<file path="src/rtl/core/hkis_ram.sv">
`default_nettype none
module hkis_ram #(
    parameter int WIDTH = 8,
    parameter int DEPTH = 2,
    localparam int AW = (DEPTH > 1) ? $clog2(DEPTH) : 1
) (
    input  wire logic             clk,
    input  wire logic             we,
    input  wire logic [AW-1:0]    waddr,
    input  wire logic [WIDTH-1:0] wdata,
    input  wire logic [AW-1:0]    raddr,
    output logic      [WIDTH-1:0] rdata
);

    logic [WIDTH-1:0] mem [DEPTH];

    always_ff @(posedge clk)
    begin
        if (we)
        begin
            mem[waddr] <= wdata;
        end
        rdata <= mem[raddr];
    end

endmodule
`default_nettype wire

</file>
<file path="config.mk">
export PLATFORM = sky130hd
export DESIGN_NAME = hkis_ram
export DESIGN_NICKNAME = d
export VERILOG_FILES = /design/src/rtl/core/hkis_ram.sv
export SDC_FILE = /design/constraint.sdc
export NUM_CORES = 1
export LEC_CHECK = 0
export BUFFER_PORTS_ARGS = -buffer_cell sky130_fd_sc_hd__buf_2
export CAP_MARGIN = 15
export CORE_MARGIN = 2
export CORE_UTILIZATION = 50
export CTS_CLUSTER_DIAMETER = 40
export DETAILED_ROUTE_END_ITERATION = 8
export PLACE_DENSITY = 0.76
export SLEW_MARGIN = 20
export SYNTH_ARGS = -nofsm -noshare
export SYNTH_HDL_FRONTEND = slang
export SYNTH_SLANG_ARGS = --single-unit
export TNS_END_PERCENT = 30
</file>
<file path="constraint.sdc">
create_clock -name clk -period 1.8 [get_ports clk]
set_input_delay 0.36 -clock clk [delete_from_list [all_inputs] [get_ports clk]]
set_output_delay 0.36 -clock clk [all_outputs]
set_load 0.02 [all_outputs]
</file>
# ---- Yosys cells after proc, flatten, opt, wreduce, memory -nomap -nowiden
# Memory sizes are Yosys's and may differ from the RTL's. A register that Yosys moved wholly into a read port is not among the register bits.
# Cells that the tools add are included.
# Widths: inputs -> output; s select.
dict set report op_classes {
  addsub 0
  multipliers 0
  div_mod_pow 0
  n_lt_le_gt_ge 0
  n_eq_ne 0
  shifts 0
  mux 2
  bitwise_logic 0
  n_reduce_logical 0
}
# operator n
set op_table {}
lappend op_table {{$mux 1} 2}
dict set report totals {
  reg_bits 0
  latch_bits 0
  mem_bits_rw 16
  rom_bits 0
  input_bits 12
  memories 1
}
# name depth width rd rd_clocked_by_memory_dff write_ports line
set mem_list {}
lappend mem_list {mem 2 8 1 1 1 15} ;# logic [WIDTH-1:0] mem [DEPTH];

# ---- Depth between registers and ports, before layout
# Gate-level depths: netlist of the first run.
dict set report depth {
  word_depth 2
  mapped_depth 2
  mapped_depth_nobuf 1
}

# ---- Worst setup path before layout of the first run
# Ideal clock, no wire load.
dict set report synth_path {
  kind {input -> register}
  start {input port we}
  end {memory mem[0][0] (enable)}
  arrival_ps 780
  required_time_ps 1427
  slack_ps 647
  cell_stages 1
  path_cell_list {nor2b_1}
}
dict set report synth_between {
  elab_chain_len 2
}
# element line
set synth_rtl {}
lappend synth_rtl {{from (decl)} 8} ;# input wire logic we,
lappend synth_rtl {{$mux 1} 19} ;# if (we)
lappend synth_rtl {{$mux 1 (implied by the code)} 21} ;# mem[waddr] <= wdata;
lappend synth_rtl {{to (decl)} 15}
# No other way between the ends.

# ---- Worst setup path after layout of the first run
dict set report layout_path {
  start {register rdata[0], read port of mem}
  end {output port rdata[0]}
}
# element line
set layout_rtl {}
lappend layout_rtl {{from (decl)} 12} ;# output logic [WIDTH-1:0] rdata
# No word-level cell between the ends.

==> results of run 1 <==
[synthesized netlist by cell type]
library cell / instances / share of area (%)
buf_6: 1 / 1.4
mux2_4: 8 / 15
edfxtp_1: 16 / 61
and2_1: 1 / 0.80
dfxtp_1: 8 / 20
nor2b_1: 1 / 0.80
[logic make-up after synthesis]
group | synth area share (%)
flip-flops | 81.7
multiplexers | 15.3
AND/OR/NAND/NOR | 1.60
buffers and inverters | 1.44
[stage by stage]
step / setup slack, ps / hold WS [ps]
after global routing: 608 / 224
final: 661 / 239
after global placement: 708 / 455
after detailed placement: 676 / 460
after CTS: 637 / 226
after floorplan: 647 / 452
[routing by layer]
layer	up-vias	global-route usage, %
met1	170	13.5
li1	175	-
met4	0	9.09
met3	4	2.50
met5	-	0
met2	14	20.9
[placed cells by master, fill, tap and decap left out]
cell and count:
and2_1 1, buf_2 19, buf_4 1, clkbuf_4 3
clkbuf_8 1, dfxtp_1 8, edfxtp_1 16, mux2_4 8
nor2b_1 1
[registers in the layout (all words and copies together) (netlist names)]
register  cells
mem          16
rdata         8
[how the worst min path moves through the flow]
stage,startpoint,end
finish,wdata[7],mem[1][7]$_DFFE_PP_
global route,wdata[3],mem[0][3]$_DFFE_PP_
detailed placement,mem[1][4]$_DFFE_PP_,rdata[4]$_DFF_P_
floorplan,mem[1][0]$_DFFE_PP_,rdata[0]$_DFF_P_
CTS,wdata[5],mem[0][5]$_DFFE_PP_
global placement,mem[0][5]$_DFFE_PP_,rdata[5]$_DFF_P_
[where the power goes]
part / internal [W] / switching [W]
logic: 0.0000457 / 0.0000462
clock network: 0.000123 / 0.000141
registers: 0.000631 / 0.00000958
[cell type report]
type / count / area share, %
sequential: 24 / 68.7
multi-input combinational: 10 / 14.2
timing repair buffer: 20 / 11.0
clock buffer: 4 / 3.89
tap: 16 / 2.15
==> key figures, run 1 <==
Hold path
  • Hold Path Stages: 1
  • Tightest Hold Check Type: in2reg

Timing
  • Fmax: 878 MHz
  • Setup violators final: 0
  • Slew HR: 76.6%
  • Worst-margin pin slew: 351 ps
  • Final hold vios: 0
  • RSZ-0062 raised after global routing: false
  • Setup TNS: 0 ps
  • Min cycle time layout: 1140 ps
  • Clock Skew: 1.75 ps
  • Period utilisation layout: 63.3%
  • Final Max Slew Viols: 0

Drt
  • Met3 routed WL: 47 µm
  • DR vias/cell: 4.91
  • Antenna Nets Post-Route: 0
  • Final wirelength: 914 µm
  • Routed length per placed instance: 12.4 µm
  • TritonRoute pass-1 iters: 4
  • Met1 wire length: 306 µm
  • DR DRC count: 0
  • DR iter-0 viols: 5
  • WL met2: 533 µm
  • Vias: 363
  • DR top layer: met4

Placement
  • Inst Count DP: 70
  • Gp weighted congestion: 0.720
  • Placed inst area: 896 µm²
  • IO buf count: 19

Pwr
  • Pwr/cell area: 1070 nW/µm²
  • Peak supply drop: 0.000616 V
  • Static Leak: 0.389 nW
  • Total power: 0.000997 W

Run
  • Max Cap Viol: 0

Worst setup path
  • Reg2Reg Setup Slack: 1030 ps
  • Worst R2R Path Depth: 1
  • Worst path max stage delay: 330 ps
  • R2R Path End: rdata[6]$_DFF_P_
  • CP Launch Type: register
  • Slowest CP cell: dfxtp_1
  • WP buf/inv: 1
  • R2R Path Start: mem[1][6]$_DFFE_PP_
  • Worst setup EP type: primary output
  • CP Class: reg2out
  • Worst EP arrival: 780 ps
  • Cells along the critical path: buf_2
  • WP data required: 1440 ps
  • Critical Path Sink: rdata[0]
  • Delay-heaviest family, CP: flip-flops
  • Crit path depth: 1
  • Critical path peak fanout: 1
  • Crit. Startpoint: rdata[0]$_DFF_P_

Final layout
  • Finished Layout Cells: 74
  • Register Area: 641 µm²
  • Layout Nets: 71
  • Multi-input logic area: 133 µm²
  • FILL cells: 98
  • Total inserted antenna cells: 0
  • Design area: 932 µm²
  • Share of cells above drive strength 1: 55.2%
  • Final core area utilization: 62.6%
  • Synth-to-Final Area Change: 18.8%

Clock network
  • Hold-fix buffers at CTS: 0
  • Number of buffers created by CTS: 3
  • Clock root cell: clkbuf_4
  • Setup Fix Bufs, Post-CTS: 0
  • CTS Buffer Depth: 2
  • Clock sink count: 24
  • Reg clk slew, reported paths: 120 ps
  • Clk_lat worst skew: 300 ps
  • CTS tree: done
  • H-tree lvl count: 1
  • # resized after CTS: 0

Die
  • Die Y: 43.6 µm
  • Die area: 1900 µm²
  • Core area: 1490 µm²
  • Initial core utilization: 52.7%
  • Site Rows: 14
  • I/O pins: 20
  • Die Wd: 43.6 µm

Global route
  • Initial antenna violation count: 0
  • First-pass GRT wire length: 1.57 mm
  • GRT overflow: 0
  • Number of global-route vias before repair: 353
  • GR Util All Layers: 12.3%
  • Largest net degree at the start of global routing: 14

Logic synthesis
  • Seq/Total Area, Yosys: 81.7%
  • Flops & latches, synth: 24
  • Syn_nets: 47
  • Avg Cell Area, Syn: 22.4 µm²
  • Library cells used by synthesis: 6
  • Post-Syn Area: 785 µm²
  • Post-Synthesis Cells: 35
  • Synth Warn #: 0

Status
  • Status: complete, no violations
(Power assumes the default switching activity.)
==> run 2: changes to the inputs <==
Settings changed: CORE_UTILIZATION 50 to 48, PLACE_DENSITY 0.76 to 0.73.
Clock period 1.8 ns to 1.1 ns, I/O delays scaled along.
==> run 2 against run 1 <==
- first-iteration DRC count down 40%
- critical path depth unchanged
- worst hold slack worse by 140 ps
- final cell count is 1.4% higher
- clock power increased by 38%
- combinational power grew 67%
==> key figures, run 2 (same netlist as run 1, synthesis figures left out) <==
Worst setup path
  • Reg2Reg Setup Slack: 340 ps (-690 ps)
  • WP buf/inv: 1 (unchanged)
  • Cells along the critical path: buf_2
  • WP data required: 880 ps (-560 ps)
  • Worst EP arrival: 780 ps (about the same)
  • Delay-heaviest family, CP: flip-flops
  • CP Class: reg2out
  • Critical path peak fanout: 1 (unchanged)
  • Slowest CP cell: dfxtp_1
  • Crit. Startpoint: rdata[6]$_DFF_P_
  • CP Launch Type: register
  • Worst path max stage delay: 320 ps (about the same)
  • R2R Path Start: mem[0][0]$_DFFE_PP_
  • Worst setup EP type: primary output

Final layout
  • Total inserted antenna cells: 0 (unchanged)
  • Register bank with the most flops: mem
  • Top flop regs: mem x16, rdata x8
  • Highest-count cells in the layout ignoring fill and taps: buf_2 (19), edfxtp_1 (16), mux2_4 (8), dfxtp_1 (8), clkbuf_4 (3)
  • FILL cells: 111 (+13%)
  • Commonest non-fill, non-tap cell in the layout: buf_2
  • Synth-to-Final Area Change: 18.5%
  • Share of cells above drive strength 1: 54.2% (-0.94 points)
  • Largest register FFs: 16 (unchanged)
  • Layout Nets: 72 (+1.4%)

Die
  • Die Wd: 44.4 µm (+1.9%)
  • Initial core utilization: 51.5% (-1.2 points)
  • I/O pins: 20 (unchanged)
  • Site Rows: 14 (unchanged)
  • Die Y: 44.4 µm (+1.9%)
  • Die area: 1970 µm² (+3.8%)
  • Core area: 1520 µm² (+2.4%)

Drt
  • DR iter-0 viols: 3 (-2)
  • DR DRC count: 0 (unchanged)
  • Routed length per placed instance: 12.0 µm (-3.1%)
  • Antenna Nets Post-Route: 0 (unchanged)
  • Final wirelength: 898 µm (-1.8%)
  • Vias: 369 (+1.7%)
  • DR vias/cell: 4.92 (+0.30%)
  • TritonRoute pass-1 iters: 4 (unchanged)

Timing
  • Setup violators final: 0 (unchanged)
  • Clock Skew: 0.600 ps (-1.15 ps)
  • Min cycle time layout: 1000 ps
  • Period utilisation layout: 90.9%
  • Slew HR: 76.5% (about the same)
  • RSZ-0062 raised after global routing: false
  • Final Max Slew Viols: 0 (unchanged)
  • Setup TNS: 0 ps (unchanged)
  • Final hold slack: 95.9 ps (-144 ps)
  • Fmax: 1000 MHz
  • Final hold vios: 0 (unchanged)
  • Worst-margin pin slew: 352 ps (+1.05 ps)

Clock network
  • Setup Fix Bufs, Post-CTS: 0 (unchanged)
  • Clock sink count: 24 (unchanged)
  • Clock root cell: clkbuf_4
  • Reg clk slew, reported paths: 110 ps (about the same)
  • CTS tree: done
  • Clk_lat worst skew: 300 ps (about the same)
  • # resized after CTS: 0 (unchanged)
  • H-tree lvl count: 1 (unchanged)
  • CTS Buffer Depth: 2 (unchanged)
  • Hold-fix buffers at CTS: 0 (unchanged)
  • Number of buffers created by CTS: 3 (unchanged)

Pwr
  • Pwr/cell area: 1680 nW/µm² (+57%)
  • Peak supply drop: 0.00103 V (+68%)
  • Static Leak: 0.389 nW (-0.13%)
  • Total power: 0.00157 W (+57%)

Placement
  • Gp weighted congestion: 0.658 (-8.5%)
  • IO buf count: 19 (unchanged)

Global route
  • Initial antenna violation count: 0 (unchanged)
  • Largest net degree at the start of global routing: 14 (unchanged)
  • First-pass GRT wire length: 1.41 mm (-10%)
  • GR Util All Layers: 11.0% (-1.3 points)
  • GRT overflow: 0 (unchanged)
  • Number of global-route vias before repair: 359 (+1.7%)

Hold path
  • Tightest Hold Check Type: in2reg
  • Hold_sp: wdata[2]

Run
  • Max Cap Viol: 0 (unchanged)

Status
  • Status: complete, no violations
run 2: layer usage:
| metal | up-vias | share of wire, % | routed length, µm | track usage, % |
|---|---|---|---|---|
| li1 | 177 | - | - | - |
| met5 | - | 0 | 0 | 0 |
| met1 | 171 | 32 | 289 | 10.4 |
| met2 | 17 | 58 | 520 | 19.1 |
| met3 | 4 | 6.5 | 58 | 2.45 |
| met4 | 0 | 3.2 | 29 | 10.9 |
run 2: cell type report:
cell class	count	area, µm²	area share [%]
sequential	24	641	68.9
timing repair buffer	21	110	11.8
clock inverter	1	3.75	0.404
multi-input combinational	10	133	14.3
tap	16	20.0	2.15
clock buffer	3	22.5	2.42
run 2: final timing paths:
check,depth (start not counted),endpoint
max,1,rdata[6]
min,1,mem[0][2]$_DFFE_PP_
max reg2reg,1,rdata[0]$_DFF_P_
min reg2reg,1,rdata[5]$_DFF_P_
run 2: power by group:
part / total, W / switching [W] / internal (W)
clock: 0.000365 / 0.000232 / 0.000132
sequential: 0.00105 / 0.0000148 / 0.00103
combinational: 0.000153 / 0.0000765 / 0.0000770
run 2: through the flow:
stage	area, µm²	setup slack, ps	utilization [%]	instances
2_1_floorplan	785	86.6	-	35
3_5_place_dp	903	96.3	59.3	71
5_1_grt	930	57.8	61.0	75
6_report	930	99.7	61.0	75
4_1_cts	930	80.2	61.0	75
3_3_place_gp	903	149	59.3	71
